### config.mk
export PLATFORM = sky130hd
export DESIGN_NAME = chunked_body_decoder
export DESIGN_NICKNAME = d
export VERILOG_FILES = /design/src/rtl/cbd_pkg.sv /design/src/rtl/cbd_parser.sv /design/src/rtl/chunked_body_decoder.sv
export SDC_FILE = /design/constraint.sdc
export NUM_CORES = 1
export LEC_CHECK = 0
export BUFFER_PORTS_ARGS = -buffer_cell sky130_fd_sc_hd__buf_2
export CORE_ASPECT_RATIO = 0.6
export CORE_MARGIN = 2
export CORE_UTILIZATION = 62
export CTS_CLUSTER_DIAMETER = 60
export CTS_CLUSTER_SIZE = 8
export DETAILED_ROUTE_END_ITERATION = 8
export GPL_TIMING_DRIVEN = 0
export PLACE_DENSITY = 0.84
export SYNTH_ARGS = -nofsm -noshare
export SYNTH_HDL_FRONTEND = slang
export SYNTH_SLANG_ARGS = --single-unit
### constraint.sdc
create_clock -name clock -period 2.85 [get_ports clock]
set_input_delay 0.1425 -clock clock [delete_from_list [all_inputs] [get_ports clock]]
set_output_delay 0.1425 -clock clock [all_outputs]
set_load 0.005 [all_outputs]
### src/rtl/cbd_pkg.sv
// Shared types and constants for the chunked body decoder.
// No dependencies; imported by cbd_parser and chunked_body_decoder.
`timescale 1ns / 1ps

package cbd_pkg;

   typedef enum logic [1:0] {
      PH_SIZE = 2'd0,
      PH_DATA = 2'd1,
      PH_SKIP = 2'd2,
      PH_DONE = 2'd3
   } phase_type;

   localparam int unsigned CRLF_LEN = 2;

   localparam logic [7:0] CH_HT    = 8'h09;
   localparam logic [7:0] CH_LF    = 8'h0A;
   localparam logic [7:0] CH_CR    = 8'h0D;
   localparam logic [7:0] CH_SPACE = 8'h20;
   localparam logic [7:0] CH_ZERO  = 8'h30;
   localparam logic [7:0] CH_NINE  = 8'h39;
   localparam logic [7:0] CH_UP_A  = 8'h41;
   localparam logic [7:0] CH_UP_F  = 8'h46;
   localparam logic [7:0] CH_LO_A  = 8'h61;
   localparam logic [7:0] CH_LO_F  = 8'h66;

   typedef struct packed {
      logic       valid;
      logic [7:0] data_byte;
      logic       has_data;
      logic       body_done;
      logic       size_overflow;
   } result_type;

   typedef struct packed {
      logic       is_hex;
      logic [3:0] value;
   } hex_type;

   function automatic hex_type hex_decode(input logic [7:0] c);
      hex_type h;
      logic [7:0] off;
      h   = '{is_hex: 1'b0, value: 4'd0};
      off = 8'd0;
      if (c >= CH_ZERO && c <= CH_NINE) begin
         off = c - CH_ZERO;
         h   = '{is_hex: 1'b1, value: off[3:0]};
      end else if (c >= CH_UP_A && c <= CH_UP_F) begin
         off = c - CH_UP_A + 8'd10;
         h   = '{is_hex: 1'b1, value: off[3:0]};
      end else if (c >= CH_LO_A && c <= CH_LO_F) begin
         off = c - CH_LO_A + 8'd10;
         h   = '{is_hex: 1'b1, value: off[3:0]};
      end
      return h;
   endfunction

   function automatic logic is_space(input logic [7:0] c);
      return (c == CH_SPACE) || (c >= CH_HT && c <= CH_CR);
   endfunction

endpackage

### src/rtl/cbd_parser.sv
// Parser state and step logic for the chunked body decoder.
// Depends on cbd_pkg for the phase enum, character codes and result struct.
`timescale 1ns / 1ps

module cbd_parser
   import cbd_pkg::*;
#(
   parameter int SIZE_BITS = 32
) (
   input  logic       clock,
   input  logic       reset,
   input  logic       step_en,
   input  logic [7:0] body_byte,
   input  logic       start_of_body,
   output result_type result
);

   phase_type            phase_ff, phase_in;
   logic [SIZE_BITS-1:0] accum_ff, accum_in;
   logic [SIZE_BITS-1:0] left_ff, left_in;
   logic                 closed_ff, closed_in;
   logic                 seen_ff, seen_in;
   logic                 ovf_ff, ovf_in;

   // State as seen by this byte: a start flag clears it first.
   phase_type            cur_phase;
   logic [SIZE_BITS-1:0] cur_accum;
   logic [SIZE_BITS-1:0] cur_left;
   logic                 cur_closed;
   logic                 cur_seen;
   logic                 cur_ovf;

   hex_type              hex;
   logic                 saturate;
   logic [SIZE_BITS-1:0] left_dec;
   logic                 size_end;

   always_comb begin
      if (start_of_body) begin
         cur_phase  = PH_SIZE;
         cur_accum  = '0;
         cur_left   = '0;
         cur_closed = 1'b0;
         cur_seen   = 1'b0;
         cur_ovf    = 1'b0;
      end else begin
         cur_phase  = phase_ff;
         cur_accum  = accum_ff;
         cur_left   = left_ff;
         cur_closed = closed_ff;
         cur_seen   = seen_ff;
         cur_ovf    = ovf_ff;
      end
   end

   assign hex      = hex_decode(body_byte);
   // Shifting in another digit overflows when any of the top nibble is set.
   assign saturate = |cur_accum[SIZE_BITS-1 -: 4];
   assign left_dec = cur_left - SIZE_BITS'(1);
   assign size_end = !cur_seen || (cur_accum == '0);

   // Next state.
   always_comb begin
      phase_in  = cur_phase;
      accum_in  = cur_accum;
      left_in   = cur_left;
      closed_in = cur_closed;
      seen_in   = cur_seen;
      ovf_in    = cur_ovf;
      unique case (cur_phase)
         PH_SIZE: begin
            if (body_byte == CH_LF) begin
               if (size_end) begin
                  phase_in = PH_DONE;
               end else begin
                  phase_in = PH_DATA;
                  left_in  = cur_accum;
               end
            end else if (!cur_closed) begin
               if (hex.is_hex) begin
                  seen_in = 1'b1;
                  if (saturate) begin
                     accum_in = '1;
                     ovf_in   = 1'b1;
                  end else begin
                     accum_in = {cur_accum[SIZE_BITS-5:0], hex.value};
                  end
               end else if (cur_seen || !is_space(body_byte)) begin
                  closed_in = 1'b1;
               end
            end
         end
         PH_DATA: begin
            if (left_dec == '0) begin
               phase_in = PH_SKIP;
               left_in  = SIZE_BITS'(CRLF_LEN);
            end else begin
               left_in = left_dec;
            end
         end
         PH_SKIP: begin
            if (cur_left != '0) begin
               left_in = left_dec;
            end
            if (cur_left <= SIZE_BITS'(1)) begin
               phase_in  = PH_SIZE;
               accum_in  = '0;
               closed_in = 1'b0;
               seen_in   = 1'b0;
               ovf_in    = 1'b0;
            end
         end
         PH_DONE: begin
            phase_in = PH_DONE;
         end
         default: begin
            phase_in = PH_SIZE;
         end
      endcase
   end

   // Result for this byte.
   always_comb begin
      result = '{valid: 1'b0, data_byte: 8'd0, has_data: 1'b0,
                 body_done: 1'b0, size_overflow: 1'b0};
      unique case (cur_phase)
         PH_SIZE: begin
            if (body_byte == CH_LF && size_end) begin
               result.valid         = 1'b1;
               result.body_done     = 1'b1;
               result.size_overflow = cur_ovf;
            end
         end
         PH_DATA: begin
            result.valid         = 1'b1;
            result.data_byte     = body_byte;
            result.has_data      = 1'b1;
            result.size_overflow = cur_ovf;
         end
         PH_SKIP, PH_DONE: begin
            result.valid = 1'b0;
         end
         default: begin
            result.valid = 1'b0;
         end
      endcase
   end

   always_ff @(posedge clock) begin
      if (reset) begin
         phase_ff  <= PH_SIZE;
         accum_ff  <= '0;
         left_ff   <= '0;
         closed_ff <= 1'b0;
         seen_ff   <= 1'b0;
         ovf_ff    <= 1'b0;
      end else if (step_en) begin
         phase_ff  <= phase_in;
         accum_ff  <= accum_in;
         left_ff   <= left_in;
         closed_ff <= closed_in;
         seen_ff   <= seen_in;
         ovf_ff    <= ovf_in;
      end
   end

endmodule

### src/rtl/chunked_body_decoder.sv
// Top level of the chunked transfer body decoder: input register, parser, result register.
// Depends on cbd_pkg and cbd_parser.
//
//   Channel   Direction  Handshake            Payload
//   req_      in         req_valid/req_stall  body_byte[7:0], start_of_body
//   rsp_      out        rsp_valid/rsp_stall  data_byte[7:0], has_data, body_done,
//                                             size_overflow
//
// One byte per clock sustained while rsp_stall is low. A byte moves from the input
// register through the parser to the result register; the parser state steps with it.
// Bytes that give no result (size line, CRLF, after done) are consumed silently.
// Reset is synchronous and active high; it clears the parser and the valid flags of both registers.
// A stall on rsp_ holds the result register and backs up into req_stall only
// once the input register is also full.
`timescale 1ns / 1ps

module chunked_body_decoder
   import cbd_pkg::*;
#(
   parameter int SIZE_BITS = 32
) (
   input  logic       clock,
   input  logic       reset,
   input  logic       req_valid,
   output logic       req_stall,
   input  logic [7:0] req_body_byte,
   input  logic       req_start_of_body,
   output logic       rsp_valid,
   input  logic       rsp_stall,
   output logic [7:0] rsp_data_byte,
   output logic       rsp_has_data,
   output logic       rsp_body_done,
   output logic       rsp_size_overflow
);

   logic       in_valid_ff;
   logic [7:0] in_byte_ff;
   logic       in_start_ff;

   logic       rsp_valid_ff;
   logic [7:0] rsp_data_ff;
   logic       rsp_has_data_ff;
   logic       rsp_done_ff;
   logic       rsp_ovf_ff;

   logic       advance;
   logic       req_take;
   result_type result;

   // The held byte moves on whenever the result register is free or draining.
   assign advance   = in_valid_ff && (!rsp_valid_ff || !rsp_stall);
   assign req_stall = in_valid_ff && !advance;
   assign req_take  = req_valid && !req_stall;

   always_ff @(posedge clock) begin
      if (reset) begin
         in_valid_ff <= 1'b0;
      end else if (req_take) begin
         in_valid_ff <= 1'b1;
      end else if (advance) begin
         in_valid_ff <= 1'b0;
      end
   end

   always_ff @(posedge clock) begin
      if (req_take) begin
         in_byte_ff  <= req_body_byte;
         in_start_ff <= req_start_of_body;
      end
   end

   cbd_parser #(
      .SIZE_BITS(SIZE_BITS)
   ) u_parser (
      .clock        (clock),
      .reset        (reset),
      .step_en      (advance),
      .body_byte    (in_byte_ff),
      .start_of_body(in_start_ff),
      .result       (result)
   );

   always_ff @(posedge clock) begin
      if (reset) begin
         rsp_valid_ff <= 1'b0;
      end else if (advance) begin
         rsp_valid_ff <= result.valid;
      end else if (!rsp_stall) begin
         rsp_valid_ff <= 1'b0;
      end
   end

   always_ff @(posedge clock) begin
      if (advance && result.valid) begin
         rsp_data_ff     <= result.data_byte;
         rsp_has_data_ff <= result.has_data;
         rsp_done_ff     <= result.body_done;
         rsp_ovf_ff      <= result.size_overflow;
      end
   end

   assign rsp_valid         = rsp_valid_ff;
   assign rsp_data_byte     = rsp_data_ff;
   assign rsp_has_data      = rsp_has_data_ff;
   assign rsp_body_done     = rsp_done_ff;
   assign rsp_size_overflow = rsp_ovf_ff;

   a_stall_needs_item: assert property (@(posedge clock) disable iff (reset)
      req_stall |-> in_valid_ff)
      else $error("req_stall raised with an empty input register");

   a_no_overwrite: assert property (@(posedge clock) disable iff (reset)
      (rsp_valid_ff && rsp_stall) |-> !advance)
      else $error("parser stepped while the result register was stalled");

   a_held_item_kept: assert property (@(posedge clock) disable iff (reset)
      (in_valid_ff && !advance) |=> in_valid_ff)
      else $error("a held input transaction was dropped");

   a_result_kind: assert property (@(posedge clock) disable iff (reset)
      rsp_valid_ff |-> $onehot({rsp_has_data_ff, rsp_done_ff}))
      else $error("result is neither a single data byte nor a done marker");

endmodule

Yosys cells after proc, flatten, opt, wreduce, memory -nomap -nowiden --
Index checks and enable logic that the tools add are counted.
Operators by class: order comparisons 9, reductions and logical operators 26, $add $sub $neg 6, eq/ne operators 6, muxes and demuxes 51
Operator list (count):
- $mux 32 | 11
- $pmux 32 s3 | 1
- $logic_not 32->1 | 2
- $pmux 32 s2 | 1
- $le 32x1->1 const B | 1
- $reduce_bool 32->1 | 1
- $sub 32x1->32 const B | 1
- $mux 1 | 23
- $ge 8x7->1 const B | 2
- $le 8x7->1 const B | 2
- $mux 5 | 3
- $mux 2 | 6
- $sub 4x1->4 const B | 3
- $logic_and 1x1->1 | 9
- $add 4x4->4 const B | 2
- $eq 8x4->1 const B | 1
- $eq 8x6->1 const B | 1
- $ge 8x4->1 const B | 1
- $ge 8x6->1 const B | 1
- $le 8x4->1 const B | 1
- $le 8x6->1 const B | 1
- $pmux 1 s2 | 4
- $pmux 2 s4 | 1
- $logic_not 1->1 | 6
- other kinds (9) | 13
Word-level totals: bits of input ports 13, logic and storage cells 112, bits in registers 91

Longest topological paths before layout --
Gate-level depths: netlist of the first run.
word-level depth 10, depth in mapped cells 11, depth with buffers taken out 11

Hierarchy --
From an unflattened synthesis of the first run, not the netlist that was laid out.
Second synthesis, totals: cell total of the unflattened synthesis 696, area total of the unflattened synthesis 5552.8 um2
By module, submodules not included:
- cbd_parser | area an instance 4858.4 um2, times used 1, cells an instance 664
- chunked_body_decoder | area an instance 694.4 um2, times used 1, cells an instance 32

Worst setup path before layout of the first run --
Ideal clock, no wire load.
path kind reg-to-reg, from reg in_start_ff, to reg u_parser.left_ff[1], cell stages (with the launch flop) 12, arrival time 2.500 ns, clock period less this slack 2.587 ns, required time 2.763 ns, buffers on the path 1, setup slack 0.263 ns, cell sequence edfxtp_1 -> clkinv_1 -> clkbuf_1 -> nand2_1 -> ha_1 -> nor4b_1 -> nand4_1 -> or3_1 -> nor4_1 -> nand4_1 -> a211o_1 -> a221oi_2
Between the ends: longest elaborated chain between the ends 6
RTL lines:
- from (decl) | RTL line chunked_body_decoder.sv:38 | logic in_start_ff;
- from (signal assigned) | RTL line chunked_body_decoder.sv:68 | in_start_ff <= req_start_of_body;
- parallel branches: the longest is 5 deep, another holds $sub 32x1->32
- $pmux 32 s3 * | RTL line cbd_parser.sv:70 | unique case (cur_phase)
- to (signal assigned) | RTL line cbd_parser.sv:160 | left_ff <= left_in;
- to (decl) | RTL line cbd_parser.sv:20 | logic [SIZE_BITS-1:0] left_ff, left_in;
Every way passes the cells marked *. A chain may end at the register's enable or synchronous reset.

Final worst setup path of the first run --
Same ends and word-level chain as after synthesis.

==> summary.md, run 1 <==
| Metric | Value |
|---|---|
| Status | finished, final reports clean |
| Post-synth top flop | dfxtp_1 |
| Multi-input combinational cell area | 3317 um2 |
| Top delay family on crit path | simple AND/OR/NAND/NOR gates |
| Final hold violations | 0 |
| Share of layout cells above drive strength 1 | 16.95% |
| Cells after synthesis | 643 |
| Initial DRC count | around 1100 |
| Max rail drop VDD | 304.7 uV |
| Die Y | 76.48 um |
| Final Max Slew Viols | 0 |
| GRT Residual Overflow | 0 |
| Number of buffers created by CTS | 9 |
| Total power | 3.192 mW |
| Type of origin of the critical path | register |
| Via count | between 5000 and 6000 |
| DP Worst Slack | -1.124 ns |
| CTS tree | built |
| Slowest CP cell | or3_4 |
| Max incr delay on CP | between 0.4 and 0.5 ns |
| Std-Cell Rows | 26 |
| Most common cell after layout, fill and taps aside | nor2_1 |
| Sequential fraction of the synthesis area | 37.25% |
| Reg-to-reg endpoint | u_parser.left_ff[1]$_SDFFE_PP0P_ |
| Crit-path cells | clkinv_4 -> buf_12 -> nand2_4 -> ha_4 -> nor4b_4 -> nand4_1 -> or3_4 -> nor4_4 -> nand4_1 -> buf_6 -> a211o_1 -> a221oi_2 |
| GRT Total Usage | 37.96% |
| Final min period | 2.816 ns |
| Nets | 716 |
| Final worst clock skew | 0.007992 ns |
| Diodes inserted | 0 |
| Via density | 7.225 |
| Hold Crit Depth | 3 |
| Fin worst setup slack | 0.03445 ns |
| FF-to-FF path depth | 12 |
| # setup viols final | 0 |
| Worst min-delay path startpoint | req_valid |
| Relative slew slack | 37.88% |
| Worst reg2reg setup slack | 0.03 ns |
| Reg2reg start | in_start_ff$_DFFE_PP_ |
| Yosys reg bits | 91 |
| Min-delay worst type | in2reg |
| Sink of the worst hold path | in_valid_ff$_SDFFE_PP0P_ |
| Area Growth Syn to Fin | 16.94% |
| Mapped Nets | 662 |
| Synth cell types | 68 |
| Worst setup EP type | register |
| Post-synth EDFFs | 20 |
| Crit path buffers/inverters | 3 |
| Max Freq | 355.2 MHz |
| Antenna violations before repair | 0 |
| DP Wirelength | 12.84 mm |
| Fillers | about 600 |
| Die ar. | 9543 um2 |
| Io pins | 26 |
| H-tree depth | 3 |
| DRT Wirelength | 18.82 mm |
| Final ANT Viol Nets | 0 |
| Core ar. | 8491 um2 |
| Clock transition at path regs | 0.07 ns |
| Clock sinks | 91 |
| Max cap viols | 0 |
| Synth async-reset ratio | 0% |
| Most frequent cells in the layout | nor2_1 (74), dfxtp_1 (70), o21ai_0 (54) |
| Lkg Pwr | around 2.5 nW |
| Synthesized area | 5428 um2 |
| Worst endpoint required time | approximately 3.1 ns |
| First-pass GRT wire length | between 20 and 30 mm |
| Power per cell area | 502.9 nW/um2 |
| Initial Util | 63.93% |
| First-pass detailed-route iteration total | 6 |
| RePlAce Congestion | 1.063 |
| DRC viols | 0 |
| Crit path max fanout | 7 |
| Root buffer cell | clkbuf_16 |
| Mean Syn Cell Area | 8.441 um2 |
| Vias in the first global route | around 5300 |
| Crit path top cell by count | nand4_1 |
| DR WL/cell | approximately 23 um |
| RSZ-0062 raised after global routing | true |
| Die width | 124.8 um |
| Register area | 2023 um2 |
| Worst-Margin Slew | 0.9299 ns |
| CP Class | reg2reg |
| Clock Latency Late Sink | 0.34 ns |
| Period utilisation layout | between 90% and 100% |
| CP arrival | 3.07 ns |
| Buffers added on ports | 24 |
| Syn. warnings | 0 |
| Maximum buffer depth of the clock tree | 2 |
| Largest net degree at the start of global routing | 16 |
[registers in the layout, summed over array words and instances, names as in the netlist]
signal / cells
u_parser.accum_ff: 32
rsp_has_data: 1
u_parser.closed_ff: 1
rsp_valid: 1
rsp_data_byte: 8
rsp_size_overflow: 1
u_parser.phase_ff: 2
rsp_body_done: 1
u_parser.ovf_ff: 1
u_parser.left_ff: 32
in_start_ff: 1
in_byte_ff: 8
u_parser.seen_ff: 1
in_valid_ff: 1
[power breakdown]
part / switching (mW) / internal (mW) / leakage [nW]
registers: 0.0495 / 1.35 / 0.783
logic: 0.373 / 0.203 / 1.52
clock network: 0.532 / 0.687 / 0.145
[final cells by class]
cell class              instances  share of cell area (%)
multi-input cells             490                   52.26
flip-flops and latches         91                   31.87
repair buffers                 44                   4.672
clock buffers                  11                   3.666
plain buffers                  50                   3.666
well taps                     112                   2.208
clock inverters                 5                  0.9265
inverters                      11                  0.7294
[synthesized netlist by cell type, drive strengths merged, types with 5 or more instances]
master  instances  share of area, %
o31ai           5              0.69
nor2b           6              0.69
ha              6               1.4
dfxtp          71                26
nor3           19               1.8
buf            12               1.1
and3            5              0.58
a22oi          43               5.9
clkbuf         39               2.7
nand2          36               2.5
nand4          10               1.2
a21oi          40               3.7
edfxtp         20                11
xor2            8               1.3
nand3           8              0.74
nor4           21               2.7
xnor2           7               1.1
a311oi         10               1.6
a211oi         11               1.6
o21ai          63               5.8
mux2           18               3.7
o21a            5              0.69
o211ai          5              0.69
nor2           76               5.3
nand4b          5              0.81
inv            10              0.69
and2            8              0.92
mux2i          30               5.5
[layer usage]
layer / vias to the layer above / global-route usage [%] / routed length (um)
met1: 2740 / 54.29 / 7558
met2: 519 / 54.21 / 7714
met3: 89 / 11.66 / 2880
li1: 2533 / - / -
met5: - / 0 / 0
met4: 0 / 12.92 / 667
[worst min-delay path, stage by stage]
cell and delay [ns]:
buf_2 0.08, nor2_1 0.04, nor2_1 0.08
[logic make-up (layout without fill, tap and decap cells)]
family | after synthesis | in the layout | share of synthesized area (%)
XOR/XNOR | 15 | 15 | 2.421
adder cells (fa/ha/maj) | 6 | 6 | 1.383
AND/OR/NAND/NOR | 212 | 212 | 19.73
multiplexers | 48 | 48 | 9.267
flip-flops | 91 | 91 | 37.25
buffers and inverters | 62 | 121 | 4.610
AO/OA/AOI/OAI | 209 | 209 | 25.33
[metrics by stage]
stage	hold slack (ns)	instance area [um2]	cells	util, %	setup TNS (ns)
after CTS	0.03751	6193	808	72.94	0
final	0.03295	6347	814	74.76	0
after global placement	0.3196	5688	779	66.99	-33.67
after floorplan	0.2414	5428	643	-	0
after detailed placement	0.3212	5688	779	66.99	-38.90
after global routing	0.04732	6347	814	74.76	-0.04246
[repair_timing]
action                                 CTS  global route
pin swaps                                3             8
gates resized for setup                 24            34
setup endpoints to repair               68            67
hold buffers                             9             0
setup buffers                            4             7
endpoints found under the hold margin    9             0
[how the worst max path moves through the flow]
stage | from | endpoint | slack [ns] | depth (start not counted)
detailed placement | in_start_ff$_DFFE_PP_ | u_parser.left_ff[8]$_SDFFE_PP0P_ | -1.12 | 11
CTS | u_parser.accum_ff[0]$_SDFFE_PP0P_ | rsp_size_overflow$_DFFE_PP_ | 0.0002 | 7
global route | in_byte_ff[3]$_DFFE_PP_ | u_parser.accum_ff[22]$_SDFFE_PP0P_ | -0.02 | 8
finish | in_start_ff$_DFFE_PP_ | u_parser.left_ff[1]$_SDFFE_PP0P_ | 0.03 | 12
global placement | in_start_ff$_DFFE_PP_ | u_parser.left_ff[13]$_SDFFE_PP0P_ | -1.06 | 11
floorplan | in_start_ff$_DFFE_PP_ | u_parser.left_ff[1]$_SDFFE_PP0P_ | 0.26 | 11
No activity file was read; power rests on OpenSTA's default activity.
==> inputs of run 2 (changes only) <==
- CORE_UTILIZATION: 62 -> 65
- PLACE_DENSITY: 0.84 -> 0.88
- clock period: 2.85 -> 3.5 ns (I/O delays scaled with it)
==> run 2 against run 1 <==
The flow now finishes with violations (negative hold slack, negative setup slack). Largest cell class unchanged. Via count fell by 2.6%. Hold slack got worse by 0.036 ns. Clock-buffer cell count increased by 1.
==> summary.md, run 2 (same netlist as run 1, synthesis figures left out) <==
| Metric | Value |
|---|---|
| Type of origin of the critical path | register (unchanged) |
| Final hold violations | 1 (was 0) |
| CP arrival | 3.76 ns (was 3.07 ns) |
| DR WL/cell | 22.68 um (was 23.12 um) |
| Buffers added on ports | 24 (unchanged) |
| Share of layout cells above drive strength 1 | 11.59% (was 16.95%) |
| Switching fraction of total power | 29.66% (was 29.91%) |
| DRC viols | 0 (unchanged) |
| Top routing layer in use | met4 (unchanged) |
| First element of the critical path | in_start_ff$_DFFE_PP_ (unchanged) |
| Largest regs | u_parser.accum_ff (32), u_parser.left_ff (32) (unchanged) |
| Internal Power | 1.735 mW (was 2.237 mW) |
| Initial DRC count | 909 (was 1094) |
| Die width | 122.0 um (was 124.8 um) |
| DRT Wirelength | 18.10 mm (was 18.82 mm) |
| Violated checks | negative hold slack, negative setup slack |
| RePlAce Congestion | 1.028 (was 1.063) |
| Post-Place Cells | 775 (was 779) |
| Met1 wire length | 7.298 mm (was 7.558 mm) |
| Core ar. | 7976 um2 (was 8491 um2) |
| Comb pwr share | 17.4% (was 18.0%) |
| Io pins | 26 (unchanged) |
| Crit path max fanout | 10 (was 7) |
| Root buffer cell | clkbuf_16 (unchanged) |
| DP Wirelength | 12.87 mm (was 12.84 mm) |
| Metal2 WL | 7.299 mm (was 7.714 mm) |
| Number of buffers created by CTS | 9 (unchanged) |
| RSZ-0062 raised after global routing | false (was true) |
| Max cap viols | 0 (unchanged) |
| Vias in the first global route | 5089 (was 5274) |
| Final Max Slew Viols | 0 (unchanged) |
| Via count | 5730 (was 5881) |
| Diodes inserted | 0 (unchanged) |
| Design area | 6047 um2 (was 6347 um2) |
| Worst endpoint required time | 3.75 ns (was 3.10 ns) |
| Final min period | 3.509 ns (was 2.816 ns) |
| Power per cell area | 407.8 nW/um2 (was 502.9 nW/um2) |
| Period utilisation layout | 100.3% (was 98.79%) |
| Status | finished with violations (was finished, final reports clean) |
| Clock transition at path regs | 0.07 ns (about the same) |
| Hold_ws | -0.002730 ns (was 0.03295 ns) |
| GRT Residual Overflow | 0 (unchanged) |
| Largest net degree at the start of global routing | 15 (was 16) |
| Final worst clock skew | 0.006884 ns (was 0.007992 ns) |
| Reg2reg start | in_start_ff$_DFFE_PP_ (unchanged) |
| Max rail drop VDD | 307.2 uV (was 304.7 uV) |
| H-tree depth | 3 (unchanged) |
| Via density | 7.180 (was 7.225) |
| Clock Latency Late Sink | 0.35 ns (was 0.34 ns) |
| Nets | 705 (was 716) |
| First-pass GRT wire length | 27.39 mm (was 28.60 mm) |
| Placed cell area | 5683 um2 (was 5688 um2) |
| Final ANT Viol Nets | 0 (unchanged) |
| Fin worst setup slack | -0.009399 ns (was 0.03445 ns) |
| Die ar. | 9122 um2 (was 9543 um2) |
| Worst setup EP type | register (unchanged) |
| CTS tree | built (unchanged) |
| Worst-Margin Slew | 1.410 ns (was 0.9299 ns) |
| Antenna violations before repair | 0 (unchanged) |
| First-pass detailed-route iteration total | 6 (unchanged) |
| GRT Total Usage | 39.90% (was 37.96%) |
| Max Freq | 284.9 MHz (was 355.2 MHz) |
| Switch Pwr | 0.7314 mW (was 0.9547 mW) |
| Post-Layout Cell Count | 798 (was 814) |
| Clock sinks | 91 (unchanged) |
| Std-Cell Rows | 25 (was 26) |
| Clk pwr share | 36.6% (was 38.2%) |
| Relative slew slack | 5.288% (was 37.88%) |
| Area Growth Syn to Fin | 11.41% (was 16.94%) |
| Min-delay worst type | in2reg (unchanged) |
| Fin util | 75.81% (was 74.76%) |
| DR WL met3 | 2.865 mm (was 2.880 mm) |
| Initial Util | 68.05% (was 63.93%) |
| # setup viols final | 1 (was 0) |
| Lkg Pwr | 2.316 nW (was 2.452 nW) |
| Maximum buffer depth of the clock tree | 2 (unchanged) |
| CP Class | reg2reg (unchanged) |
| DP Worst Slack | -0.3624 ns (was -1.124 ns) |
| Worst min-delay path startpoint | req_body_byte[7] (was req_valid) |
| Most common cell after layout, fill and taps aside | nor2_1 (unchanged) |
| Die Y | 74.79 um (was 76.48 um) |
| Most frequent cells in the layout | nor2_1 (76), dfxtp_1 (71), o21ai_0 (57) (was nor2_1 (74), dfxtp_1 (70), o21ai_0 (54)) |
| Sequential power share | 46.0% (was 43.8%) |
-- run 2: cell count changes in the layout (fill, tap and decap cells not counted), moves of 4 or more --
cell / change
nor4_1: +4
clkbuf_2: -7
clkbuf_1: +7
buf_4: -8
-- run 2: repair_timing --
item | in CTS | in global routing
pin swaps | 0 | 1
setup buffers | 0 | 2
endpoints found under the hold margin | 2 | 4
hold buffers | 2 | 4
setup endpoints to repair | 25 | 25
resized for setup | 4 | 3
-- run 2: worst max-delay path: stages (launching register included) --
cell and delay, ns:
edfxtp_1 0.40, clkinvlp_4 0.26, clkbuf_4 0.31, nand2_1 0.13, ha_1 0.29, nor4b_2 0.33
nand4_1 0.16, or3_1 0.38, nor4_1 0.28, nand4_1 0.13, buf_4 0.19, a211o_1 0.30
a221oi_2 0.23
-- run 2: stage by stage --
stage                     setup TNS [ns]  total power, mW
after floorplan                        0            1.428
after global placement            -4.506            1.534
after detailed placement          -5.189            1.546
after CTS                              0            2.425
after global routing                   0            2.522
final                          -0.009399            2.466
-- run 2: power groups by stage --
stage	combinational [mW]	sequential [mW]	clock (mW)
2_1_floorplan	0.285	1.14	0
3_3_place_gp	0.381	1.15	0
3_5_place_dp	0.392	1.15	0
4_1_cts	0.400	1.13	0.893
5_1_grt	0.451	1.14	0.933
6_report	0.429	1.13	0.902
-- run 2: final cells by class --
class	instances	area, um2
repair buffers	32	195.2
inverters	11	45.04
fillers	607	1929
well taps	108	135.1
clock inverters	3	17.52
flip-flops and latches	91	2022
clock buffers	12	246.5
multi-input cells	490	3173
plain buffers	51	212.7
-- run 2: path summary, 6_finish.rpt --
kind                                 endpoint  slack (ns)  cells past startpoint
max          u_parser.left_ff[1]$_SDFFE_PP0P_      -0.009                     12
min                   in_byte_ff[7]$_DFFE_PP_      -0.003                      1
max reg2reg  u_parser.left_ff[1]$_SDFFE_PP0P_      -0.009                     12
min reg2reg            rsp_valid$_SDFFE_PP0P_        0.50                      2
-- run 2: per-layer routing --
layer | GRT usage (%) | up-vias
met3 | 13.94 | 86
li1 | - | 2503
met5 | 0 | -
met4 | 13.03 | 0
met2 | 58.04 | 511
met1 | 55.90 | 2630
==> inputs of run 3 (changes only) <==
- CORE_UTILIZATION: 65 -> 50
- PLACE_DENSITY: 0.88 -> 0.71
==> run 3 against run 2 <==
The run now ends clean. Worst setup slack better by 0.12 ns. Final cell count up 3.9%. Wire length up 2.8%. Die area up 29%. Total power up 11%. Non-clock buffer count down 1. First-iteration DRC count down 1.8%. Clock skew up 0.0021 ns. Sequential share of layout area down 0.74 points.
==> summary.md, run 3 (same netlist as run 1, synthesis figures left out) <==
| Metric | Value |
|---|---|
| Status | finished, final reports clean (was finished with violations) |
| H-tree depth | 3 (unchanged) |
| DRC viols | 0 (unchanged) |
| Vias in the first global route | 5060 (was 5089) |
| Worst reg2reg setup slack | 0.11 ns (was -0.009 ns) |
| Fin util | 58.56% (was 75.81%) |
| Fin worst setup slack | 0.1091 ns (was -0.009399 ns) |
| CP Class | reg2reg (unchanged) |
| Comb pwr share | 15.6% (was 17.4%) |
| Largest regs | u_parser.accum_ff (32), u_parser.left_ff (32) (unchanged) |
| FF-to-FF path depth | 12 (unchanged) |
| Type of origin of the critical path | register (unchanged) |
| Buffers added on ports | 24 (unchanged) |
| Worst endpoint required time | 3.76 ns (was 3.75 ns) |
| Final Max Slew Viols | 0 (unchanged) |
| Switch Pwr | 0.7747 mW (was 0.7314 mW) |
| CTS tree | built (unchanged) |
| Number of buffers created by CTS | 9 (unchanged) |
| Final worst clock skew | 0.009031 ns (was 0.006884 ns) |
| Root buffer cell | clkbuf_16 (unchanged) |
| Worst-Margin Slew | 1.425 ns (was 1.410 ns) |
| Clock sinks | 91 (unchanged) |
| RSZ-0062 raised after global routing | false (unchanged) |
| Placed cell area | 5722 um2 (was 5683 um2) |
| Sequential power share | 41.5% (was 46.0%) |
| Nets | 704 (was 705) |
| Final ANT Viol Nets | 0 (unchanged) |
| RePlAce Congestion | 0.9862 (was 1.028) |
| Diodes inserted | 0 (unchanged) |
| Clock Latency Late Sink | 0.35 ns (about the same) |
| Most common cell after layout, fill and taps aside | nor2_1 (unchanged) |
| Maximum buffer depth of the clock tree | 2 (unchanged) |
| Worst min-delay path startpoint | req_body_byte[7] (unchanged) |
| Relative slew slack | 4.278% (was 5.288%) |
| Io pins | 26 (unchanged) |
| Die width | 138.5 um (was 122.0 um) |
| # setup viols final | 0 (was 1) |
| Largest net degree at the start of global routing | 17 (was 15) |
| Reg-to-reg endpoint | u_parser.left_ff[1]$_SDFFE_PP0P_ (unchanged) |
| Antenna violations before repair | 0 (unchanged) |
| DP Wirelength | 13.30 mm (was 12.87 mm) |
| Power per cell area | 442.0 nW/um2 (was 407.8 nW/um2) |
| Initial DRC count | 893 (was 909) |
| Die Y | 84.71 um (was 74.79 um) |
| Final hold violations | 0 (was 1) |
| Via density | 6.752 (was 7.180) |
| Critical Path End | u_parser.left_ff[1]$_SDFFE_PP0P_ (unchanged) |
| Core ar. | 10560 um2 (was 7976 um2) |
| Min-delay worst type | in2reg (unchanged) |
| Std-Cell Rows | 29 (was 25) |
| Lkg Pwr | 2.368 nW (was 2.316 nW) |
| Area Growth Syn to Fin | 13.92% (was 11.41%) |
| First element of the critical path | in_start_ff$_DFFE_PP_ (unchanged) |
| Share of layout cells above drive strength 1 | 12.17% (was 11.59%) |
| Max cap viols | 0 (unchanged) |
| GRT Total Usage | 31.33% (was 39.90%) |
| Worst setup EP type | register (unchanged) |
| First-pass GRT wire length | 28.75 mm (was 27.39 mm) |
| Crit path max fanout | 10 (unchanged) |
| Most frequent cells in the layout | nor2_1 (76), dfxtp_1 (71), o21ai_0 (57) (unchanged) |
| Reg2reg start | in_start_ff$_DFFE_PP_ (unchanged) |
| Internal Power | 1.958 mW (was 1.735 mW) |
| Max rail drop VDD | 242.6 uV (was 307.2 uV) |
| Via count | 5597 (was 5730) |
| GRT Residual Overflow | 0 (unchanged) |
| First-pass detailed-route iteration total | 6 (unchanged) |
| Switching fraction of total power | 28.35% (was 29.66%) |
| DP Worst Slack | -0.6958 ns (was -0.3624 ns) |
| Clock transition at path regs | 0.07 ns (about the same) |
| Clk pwr share | 42.9% (was 36.6%) |
| Final min period | 3.391 ns (was 3.509 ns) |
| DRT Wirelength | 18.60 mm (was 18.10 mm) |
| DR WL/cell | 22.44 um (was 22.68 um) |
| CP arrival | 3.65 ns (was 3.76 ns) |
| Max Freq | 294.9 MHz (was 284.9 MHz) |
| Die ar. | 11730 um2 (was 9122 um2) |
| Design area | 6183 um2 (was 6047 um2) |
| Period utilisation layout | 96.88% (was 100.3%) |
| Initial Util | 51.40% (was 68.05%) |
-- run 3: worst min-delay path by stage --
stage | end | depth (start not counted)
global route | in_byte_ff[1]$_DFFE_PP_ | 1
detailed placement | in_byte_ff[5]$_DFFE_PP_ | 1
global placement | in_byte_ff[5]$_DFFE_PP_ | 1
finish | in_byte_ff[7]$_DFFE_PP_ | 1
CTS | in_byte_ff[4]$_DFFE_PP_ | 1
floorplan | in_byte_ff[0]$_DFFE_PP_ | 0
-- run 3: power groups by stage --
| stage | Combinational [mW] | Sequential (mW) | Clock, mW |
|---|---|---|---|
| after floorplan | 0.285 | 1.14 | 0 |
| after global placement | 0.391 | 1.15 | 0 |
| after detailed placement | 0.396 | 1.15 | 0 |
| after CTS | 0.405 | 1.13 | 1.18 |
| after global routing | 0.455 | 1.14 | 1.22 |
| final | 0.427 | 1.13 | 1.17 |
-- run 3: per-stage QoR --
| step | cells | hold WS [ns] | setup TNS (ns) | total power, mW |
|---|---|---|---|---|
| 2_1_floorplan | 643 | 0.2739 | 0 | 1.428 |
| 3_3_place_gp | 806 | 0.3515 | -12.97 | 1.544 |
| 3_5_place_dp | 806 | 0.3536 | -11.76 | 1.550 |
| 4_1_cts | 827 | 0.0003617 | 0 | 2.715 |
| 5_1_grt | 829 | 0.003850 | 0 | 2.808 |
| 6_report | 829 | 0.0007885 | 0 | 2.733 |
-- run 3: layer usage --
metal  part of all wire (%)  up-vias  track usage, %  routed length (um)
li1                       -     2494               -                   -
met1                     45     2688           45.53                8283
met2                     41      366           44.37                7595
met3                     13       49           11.24                2388
met4                    1.8        0           7.143                 333
met5                      0        -               0                   0
-- run 3: what timing repair did --
action,in CTS,in global routing
hold endpoints to repair,5,1
pin swaps,0,1
cloned,0,0
hold buffers,5,1
gates resized for setup,5,7
endpoints found under the setup margin,31,44
setup buffers,0,1
-- run 3: final cells by class --
class | instances | area (um2)
clock buffer | 11 | 275.3
tap | 139 | 173.9
multi-input combinational | 490 | 3184
clock inverter | 5 | 86.33
timing repair buffer | 31 | 187.7
inverter | 11 | 42.54
buffer | 51 | 211.5
sequential | 91 | 2022
fill | 989 | 4375
-- run 3: worst max-delay path, cell delays in order (launching register included) --
cell	delay [ns]
edfxtp_1	0.37
clkinv_2	0.20
buf_2	0.30
nand2_1	0.13
ha_1	0.29
nor4b_2	0.26
nand4_1	0.19
or3_1	0.42
nor4_1	0.26
nand4_1	0.14
buf_4	0.19
a211o_1	0.31
a221oi_2	0.22
